[src/rtl/swm_pkg.sv]
// ----------------------------------------------------------------------------
// swm_pkg
// Shared types, constants and helpers of the sliding window median filter.
// ----------------------------------------------------------------------------
`default_nettype none

package swm_pkg;

  localparam int unsigned WINDOW_MAX = 16;
  localparam int unsigned IDX_W      = $clog2(WINDOW_MAX);
  localparam int unsigned LEN_W      = 5;
  localparam int unsigned DATA_W     = 16;
  localparam logic [LEN_W-1:0] LEN_RESET = LEN_W'(5);

  typedef logic signed [DATA_W-1:0] data_t;
  typedef logic [IDX_W-1:0]         idx_t;
  typedef logic [LEN_W-1:0]         len_t;

  // entry that travels around the ring of cells
  typedef struct packed {
    data_t val;
    idx_t  idx;
    logic  act;
  } swm_circ_t;

  typedef struct packed {
    logic load;
    logic step;
  } swm_cell_ctrl_t;

  typedef enum logic [1:0] {
    ST_IDLE,
    ST_RANK,
    ST_PICK,
    ST_DONE
  } swm_state_e;

  // zero acts as one, anything above the window depth saturates
  function automatic len_t swm_clamp_len(len_t len);
    len_t n;
    n = len;
    if (len == '0) begin
      n = LEN_W'(1);
    end else if (len > LEN_W'(WINDOW_MAX)) begin
      n = LEN_W'(WINDOW_MAX);
    end
    return n;
  endfunction

  // cell idx holds one of the newest n samples
  function automatic logic swm_active(idx_t idx, len_t n);
    logic [LEN_W:0] lim;
    lim = (LEN_W+1)'(WINDOW_MAX) - {1'b0, n};
    return ({{(LEN_W+1-IDX_W){1'b0}}, idx} >= lim);
  endfunction

endpackage

`default_nettype wire

[src/rtl/swm_if.sv]
// ----------------------------------------------------------------------------
// swm_if
// Valid/ready request channels for samples in and medians out.
// ----------------------------------------------------------------------------
`default_nettype none

interface swm_sample_if;
  logic          valid;
  logic          ready;
  swm_pkg::data_t sample;

  modport source (output valid, output sample, input ready);
  modport sink   (input valid, input sample, output ready);
endinterface

interface swm_median_if;
  logic          valid;
  logic          ready;
  swm_pkg::data_t median_value;

  modport source (output valid, output median_value, input ready);
  modport sink   (input valid, input median_value, output ready);
endinterface

`default_nettype wire

[src/rtl/swm_cell.sv]
// ----------------------------------------------------------------------------
// swm_cell
// One history slot: holds a sample, counts its rank as the ring passes by.
// ----------------------------------------------------------------------------
`default_nettype none

module swm_cell (
  input  logic                  clk_i,
  input  logic                  rst_ni,
  input  swm_pkg::swm_cell_ctrl_t ctrl_i,
  input  swm_pkg::idx_t         cell_idx_i,
  input  logic                  active_i,
  input  swm_pkg::data_t        shift_i,
  input  swm_pkg::swm_circ_t    circ_i,
  output swm_pkg::data_t        val_o,
  output swm_pkg::idx_t         rank_o,
  output swm_pkg::swm_circ_t    circ_o
);
  import swm_pkg::*;

  data_t     val_q;
  idx_t      rank_q, rank_d;
  swm_circ_t circ_q, circ_d;
  logic      hit;

  // ties broken by position so every rank is distinct
  assign hit = circ_q.act &&
               ((circ_q.val < val_q) ||
                ((circ_q.val == val_q) && (circ_q.idx < cell_idx_i)));

  always_comb begin
    rank_d = rank_q;
    circ_d = circ_q;
    if (ctrl_i.load) begin
      rank_d = '0;
      circ_d = '{val: shift_i, idx: cell_idx_i, act: active_i};
    end else if (ctrl_i.step) begin
      rank_d = rank_q + IDX_W'(hit);
      circ_d = circ_i;
    end
  end

  always_ff @(posedge clk_i or negedge rst_ni) begin
    if (!rst_ni) begin
      val_q <= '0;
    end else if (ctrl_i.load) begin
      val_q <= shift_i;
    end
  end

  always_ff @(posedge clk_i) begin
    rank_q <= rank_d;
    circ_q <= circ_d;
  end

  assign val_o  = val_q;
  assign rank_o = rank_q;
  assign circ_o = circ_q;

endmodule

`default_nettype wire

[src/rtl/swm_select.sv]
// ----------------------------------------------------------------------------
// swm_select
// Picks the middle pair by rank and forms their floored mean.
// ----------------------------------------------------------------------------
`default_nettype none

module swm_select (
  input  logic                               clk_i,
  input  logic                               capture_i,
  input  swm_pkg::data_t [swm_pkg::WINDOW_MAX-1:0] val_i,
  input  swm_pkg::idx_t  [swm_pkg::WINDOW_MAX-1:0] rank_i,
  input  logic [swm_pkg::WINDOW_MAX-1:0]     active_i,
  input  swm_pkg::len_t                      len_i,
  output swm_pkg::data_t                     median_o
);
  import swm_pkg::*;

  idx_t  k_lo, k_hi;
  data_t lo_d, hi_d, lo_q, hi_q;
  logic signed [DATA_W:0] sum;

  always_comb begin
    k_lo = IDX_W'((len_i - LEN_W'(1)) >> 1);
    k_hi = IDX_W'(len_i >> 1);
    lo_d = '0;
    hi_d = '0;
    for (int i = 0; i < WINDOW_MAX; i++) begin
      if (active_i[i] && (rank_i[i] == k_lo)) lo_d = lo_d | val_i[i];
      if (active_i[i] && (rank_i[i] == k_hi)) hi_d = hi_d | val_i[i];
    end
  end

  always_ff @(posedge clk_i) begin
    if (capture_i) begin
      lo_q <= lo_d;
      hi_q <= hi_d;
    end
  end

  assign sum      = (DATA_W+1)'(lo_q) + (DATA_W+1)'(hi_q);
  assign median_o = DATA_W'(sum >>> 1);

endmodule

`default_nettype wire

[src/rtl/sliding_window_median.sv]
// ----------------------------------------------------------------------------
// sliding_window_median
// Median over the newest window_length samples of a signed 16-bit stream.
// ----------------------------------------------------------------------------
// Usage:
//   in_if carries one signed sample per request, out_if one median per
//   sample. cfg_we_i/cfg_wdata_i set the window length (reset 5); 0 acts as
//   1 and values above 16 act as 16. Write it only while the block is idle.
//   Each sample shifts into a row of 16 cells that keep the history. A copy
//   of the window then circulates once around the ring, one cell per cycle,
//   and each cell counts how many window samples rank below its own.
//   One sample is worked on at a time: a new sample is taken only once the
//   trip around the ring, the pick of the middle pair and the hand-over
//   to the output register for the last one are through.
//   A finished median waits in the output register; the next sample is still
//   accepted, and its result waits for the register to drain if the
//   receiver stalls.
//   Reset fills the history with zeros, so early medians include them.
// ----------------------------------------------------------------------------
`default_nettype none

module sliding_window_median (
  input  logic               clk_i,
  input  logic               rst_ni,
  input  logic               cfg_we_i,
  input  swm_pkg::len_t      cfg_wdata_i,
  swm_sample_if.sink         in_if,
  swm_median_if.source       out_if
);
  import swm_pkg::*;

  swm_state_e     state_q, state_d;
  len_t           cfg_len_q, n_q, n_cur;
  idx_t           cnt_q, cnt_d;
  logic           out_valid_q;
  data_t          out_data_q;
  logic           accept, out_free;
  swm_cell_ctrl_t cell_ctrl;
  logic           pick;

  data_t     [WINDOW_MAX-1:0] cell_val;
  idx_t      [WINDOW_MAX-1:0] cell_rank;
  swm_circ_t [WINDOW_MAX-1:0] cell_circ;
  logic      [WINDOW_MAX-1:0] load_act, sel_act;
  data_t                      median;

  assign n_cur    = swm_clamp_len(cfg_len_q);
  assign accept   = in_if.valid && in_if.ready;
  assign out_free = !out_valid_q || out_if.ready;

  always_comb begin
    state_d        = state_q;
    cnt_d          = cnt_q;
    in_if.ready    = 1'b0;
    cell_ctrl.load = 1'b0;
    cell_ctrl.step = 1'b0;
    pick           = 1'b0;
    case (state_q)
      ST_IDLE: begin
        in_if.ready = 1'b1;
        if (in_if.valid) begin
          cell_ctrl.load = 1'b1;
          cnt_d          = '0;
          state_d        = ST_RANK;
        end
      end
      ST_RANK: begin
        cell_ctrl.step = 1'b1;
        cnt_d          = cnt_q + IDX_W'(1);
        if (cnt_q == IDX_W'(WINDOW_MAX - 1)) state_d = ST_PICK;
      end
      ST_PICK: begin
        pick    = 1'b1;
        state_d = ST_DONE;
      end
      ST_DONE: begin
        if (out_free) state_d = ST_IDLE;
      end
      default: state_d = ST_IDLE;
    endcase
  end

  always_ff @(posedge clk_i or negedge rst_ni) begin
    if (!rst_ni) begin
      state_q     <= ST_IDLE;
      cnt_q       <= '0;
      cfg_len_q   <= LEN_RESET;
      n_q         <= swm_clamp_len(LEN_RESET);
      out_valid_q <= 1'b0;
    end else begin
      state_q <= state_d;
      cnt_q   <= cnt_d;
      if (cfg_we_i) cfg_len_q <= cfg_wdata_i;
      if (accept) n_q <= n_cur;
      if ((state_q == ST_DONE) && out_free) begin
        out_valid_q <= 1'b1;
      end else if (out_if.ready) begin
        out_valid_q <= 1'b0;
      end
    end
  end

  always_ff @(posedge clk_i) begin
    if ((state_q == ST_DONE) && out_free) out_data_q <= median;
  end

  for (genvar g = 0; g < WINDOW_MAX; g++) begin : g_cell
    localparam int unsigned NXT = (g + 1) % WINDOW_MAX;

    assign load_act[g] = swm_active(IDX_W'(g), n_cur);
    assign sel_act[g]  = swm_active(IDX_W'(g), n_q);

    swm_cell u_cell (
      .clk_i      (clk_i),
      .rst_ni     (rst_ni),
      .ctrl_i     (cell_ctrl),
      .cell_idx_i (IDX_W'(g)),
      .active_i   (load_act[g]),
      .shift_i    ((g == WINDOW_MAX - 1) ? in_if.sample : cell_val[NXT]),
      .circ_i     (cell_circ[NXT]),
      .val_o      (cell_val[g]),
      .rank_o     (cell_rank[g]),
      .circ_o     (cell_circ[g])
    );
  end

  swm_select u_select (
    .clk_i     (clk_i),
    .capture_i (pick),
    .val_i     (cell_val),
    .rank_i    (cell_rank),
    .active_i  (sel_act),
    .len_i     (n_q),
    .median_o  (median)
  );

  assign out_if.valid        = out_valid_q;
  assign out_if.median_value = out_data_q;

endmodule

`default_nettype wire

[src/flat_wrapper.sv]
// flat-port wrapper written by rule: the top's interface ports become plain ports
module sliding_window_median_flat import swm_pkg::*;
  (clk_i, rst_ni, cfg_we_i, cfg_wdata_i, in_if_valid, in_if_sample, in_if_ready, out_if_valid, out_if_median_value, out_if_ready);
  swm_sample_if in_if_i ();
  swm_median_if out_if_i ();
  input  logic clk_i;
  input  logic rst_ni;
  input  logic cfg_we_i;
  input  swm_pkg::len_t cfg_wdata_i;
  input wire logic [$bits(in_if_i.valid)-1:0] in_if_valid;
  input wire logic [$bits(in_if_i.sample)-1:0] in_if_sample;
  output wire logic [$bits(in_if_i.ready)-1:0] in_if_ready;
  output wire logic [$bits(out_if_i.valid)-1:0] out_if_valid;
  output wire logic [$bits(out_if_i.median_value)-1:0] out_if_median_value;
  input wire logic [$bits(out_if_i.ready)-1:0] out_if_ready;
  assign in_if_i.valid = in_if_valid;
  assign in_if_i.sample = in_if_sample;
  assign in_if_ready = in_if_i.ready;
  assign out_if_valid = out_if_i.valid;
  assign out_if_median_value = out_if_i.median_value;
  assign out_if_i.ready = out_if_ready;
  sliding_window_median u_core (.clk_i(clk_i), .rst_ni(rst_ni), .cfg_we_i(cfg_we_i), .cfg_wdata_i(cfg_wdata_i), .in_if(in_if_i), .out_if(out_if_i));
endmodule
[config.mk]
export PLATFORM = sky130hd
export DESIGN_NAME = sliding_window_median_flat
export DESIGN_NICKNAME = d
export VERILOG_FILES = /design/src/rtl/swm_pkg.sv /design/src/rtl/swm_if.sv /design/src/rtl/swm_cell.sv /design/src/rtl/swm_select.sv /design/src/rtl/sliding_window_median.sv /design/src/flat_wrapper.sv
export SDC_FILE = /design/constraint.sdc
export NUM_CORES = 2
export LEC_CHECK = 0
export BUFFER_PORTS_ARGS = -buffer_cell sky130_fd_sc_hd__buf_4
export CAP_MARGIN = 0
export CORE_MARGIN = 3
export CORE_UTILIZATION = 55
export CTS_CLUSTER_SIZE = 12
export DETAILED_ROUTE_END_ITERATION = 16
export HOLD_SLACK_MARGIN = 0.15
export PLACE_DENSITY = 0.73
export SYNTH_ARGS = -nofsm -noshare
export SYNTH_HDL_FRONTEND = slang
export SYNTH_SLANG_ARGS = --single-unit
[constraint.sdc]
create_clock -name clk_i -period 24.5 [get_ports clk_i]
set_input_delay 1.225 -clock clk_i [delete_from_list [all_inputs] [get_ports clk_i]]
set_output_delay 1.225 -clock clk_i [all_outputs]
set_load 0.05 [all_outputs]
==> results.sh <==
export IMPL_crit_top_cell="nand4_1"
export IMPL_cts_sinks=721
export IMPL_cts_tree="yes"
export IMPL_fmax_ghz=0.219
export IMPL_die_height_um=272
export IMPL_core_mm2=0.0701
export IMPL_hold_path_class="flop to flop"
export IMPL_grt_usage_pct=32.7
export IMPL_synthTopCellsByArea="edfxtp_1, dfrtp_1, ha_1"
export IMPL_hold_viol=0
export IMPL_min_period_ps=4570
export IMPL_ys_seq_area_share_pct=48.7
export IMPL_mostFrequentLayoutCells="nand2_1, edfxtp_1, ha_1, o21ai_0, inv_1"
export IMPL_insertion_delay_ps=640
export IMPL_cts_buffers=78
export IMPL_power_mw=7.03
export IMPL_postSynthCellCount=4012
export IMPL_hold_buffers=0
export IMPL_htree_levels=3
export IMPL_row_count=97
export IMPL_fill_cells=5974
export IMPL_grt_pass1_wl_um=184000
export IMPL_antenna_found_initial=1
export IMPL_ys_ff_latch=721
export IMPL_dieArea_mm2=0.0742
export IMPL_fin_crit_sh_pct=18.7
export IMPL_gp_congestion=1.01
export IMPL_synth_edf_count=320
export IMPL_crit_type="flop to flop"
export IMPL_slowest_delay_ps=950
export IMPL_syn2layout_area_growth_pct=9.76
export IMPL_globalRouteOverflowTotal=0
export IMPL_antenna_left=0
export IMPL_firstDrtPassIters=14
export IMPL_clkTransAtPathRegs_ps=60
export IMPL_wl_per_cell_um=24.4
export IMPL_slowest_stage="nor3_4"
export IMPL_drive_gt1_share_pct=6.57
export IMPL_syn_num_nets=4353
export IMPL_skew_ps=26.5
export IMPL_post_cts_buffers=0
export IMPL_cp_max_fo=25
export IMPL_critical_path_endpoint_type="flop"
export IMPL_rsz0062_at_grt="false"
export IMPL_power_density_mw_per_mm2=164
export IMPL_synth_ff_type="edfxtp_1"
export IMPL_drt_wl_total_um=122000
export IMPL_final_common_cell="nand2_1"
export IMPL_finalSetupTns_ps=0
export IMPL_outcome="finished clean"
export IMPL_yosysTopAreaCell="edfxtp_1"
export IMPL_avgSynthCellArea_um2=9.73
export IMPL_vias=31500
export IMPL_cts_resized=0
export IMPL_multi_input_area_mm2=0.0184
export IMPL_ioPinCount=44
export IMPL_leakage_nw=18.9
export IMPL_vias_per_cell=6.27
export IMPL_worstPathCellList="buf_4, inv_1, ha_1, nor3b_4, nand4_1, o21a_1, nor3_4, a222oi_1, a21boi_0, nand4_1"
export IMPL_port_buffer_count=43
export IMPL_cts_buffer_depth=3
export IMPL_drv_slew=0
export IMPL_critPathBufInv=2
export IMPL_ir_worst_vdd_mv=0.103
export IMPL_cp_required_ps=24980
export IMPL_async_flop_share_pct=37.9
export IMPL_yosys_warnings=0
export IMPL_grt_max_degree=227
export IMPL_grt_pass1_vias=30400
export IMPL_cp_arrival_ps=5060
export IMPL_drv_cap=0
export IMPL_netlist_area_leader_share_pct=24.6
export IMPL_dp_hpwl_um=88400
export IMPL_cts_root_buf="clkbuf_16"
export IMPL_final_setup_viol_count=0
export IMPL_max_slew_margin_rel_pct=18.8
export IMPL_synth_area_mm2=0.0390
export IMPL_cp_top_family="simple AND/OR/NAND/NOR gates"
export IMPL_start_kind="flop"
export IMPL_initial_core_util_pct=55.6
export IMPL_num_antenna_cells=0
export IMPL_tightest_slew_ps=1220
export IMPL_seq_area_mm2=0.0190
export IMPL_fp_dieW_um=272
export IMPL_synth_cell_types=85
export IMPL_initialDrtViolationCount=4324
export IMPL_nets=4357
export IMPL_drcViolationCount=0
==> registers in the layout, summed over array words and instances, names as in the netlist <==
register                     count
u_core.n_q                       5
u_core.cnt_q                     4
u_core.u_select.hi_q            16
u_core.g_cell.u_cell.circ_o    336
u_core.u_select.lo_q            16
u_core.g_cell.u_cell.rank_o     64
u_core.out_if.valid              1
u_core.cfg_len_q                 5
u_core.state_q                   2
u_core.g_cell.u_cell.val_o     256
u_core.out_if.median_value      16
==> cell type report <==
cell class | count | share of cell area [%]
repair buffers | 94 | 1.72
flip-flops and latches | 721 | 44.4
clock inverters | 25 | 0.453
inverters | 282 | 2.47
multi-input cells | 2839 | 42.9
clock buffers | 119 | 5.34
well taps | 940 | 2.75
==> layer usage <==
| metal | routed length, um | global-route usage, % |
|---|---|---|
| met2 | 54200 | 50.2 |
| met1 | 48200 | 43.3 |
| met5 | 11 | 0 |
| met3 | 10400 | 5.78 |
| met4 | 9530 | 20.4 |
==> synthesized netlist by cell type (7+ instances only) <==
master,n
or2_2,7
o21ai_0,312
nand4_1,96
nor2b_1,34
o211ai_1,8
edfxtp_1,320
o21a_1,27
nand3b_1,7
buf_2,29
or3_1,22
nor4_2,7
a21oi_1,73
nor4_1,10
xor2_1,61
nand2b_1,23
buf_1,10
nand2_1,975
a211oi_1,12
inv_1,282
a2111oi_4,8
a22o_1,33
and3_1,14
a22oi_1,109
clkbuf_1,125
dfrtp_1,269
nor2_1,163
nand3_1,63
dfxtp_1,128
a221oi_1,29
ha_1,314
a222oi_1,44
nor3_1,20
a2111oi_0,7
mux2i_1,102
a211o_1,7
xnor2_1,99
a31oi_1,9
a21o_1,46
==> worst paths after layout <==
check,startpoint,slack (ps),cells after the start,end
hold / removal,u_core.g_cell[8].u_cell.circ_o[1],480,2,u_core.g_cell[7].u_cell.circ_o[1]
max in group asynchronous,rst_ni,21770,3,u_core.g_cell[0].u_cell.val_o[7]
setup / recovery,u_core.n_q[1],19930,10,u_core.u_select.hi_q[4]
setup reg to reg,u_core.n_q[1],19930,10,u_core.u_select.hi_q[4]
hold reg to reg,u_core.g_cell[8].u_cell.circ_o[1],480,2,u_core.g_cell[7].u_cell.circ_o[1]
min in group asynchronous,rst_ni,570,1,u_core.g_cell[4].u_cell.val_o[8]
==> through the flow <==
step / area [um^2] / util [%] / hold WS [ps] / setup slack (ps) / instances
global route: 42800 / 61.1 / 488 / 19780 / 5020
CTS: 42800 / 61.1 / 481 / 20070 / 5020
detailed placement: 40400 / 57.5 / 465 / 19900 / 4876
finish: 42800 / 61.1 / 479 / 19930 / 5020
global placement: 40400 / 57.5 / 455 / 19930 / 4876
floorplan: 39000 / - / 445 / 15980 / 4012
==> cells by family (layout without fill, tap and decap cells) <==
kind of cell / after synthesis / in the layout / synth area share (%)
muxes: 108 / 108 / 2.79
adders and majority gates: 315 / 315 / 10.1
buffers and inverters: 452 / 520 / 4.53
xor gates and xnor gates: 165 / 165 / 3.88
AOI/OAI and AO/OA: 780 / 780 / 13.6
DFF: 721 / 721 / 48.7
and+or+nand+nor: 1471 / 1471 / 16.4
==> worst min-delay path, stage by stage, from the launching register on <==
cell and delay [ps]:
dfxtp_1 330, mux2i_1 70, nand2_1 60
==> power by group <==
part	switching [mW]	total (mW)	internal (mW)
sequential	0.637	2.62	1.99
combinational	2.09	3.24	1.15
clock	0.495	1.16	0.666
Note: power is estimated with default switching activity, not from simulation.
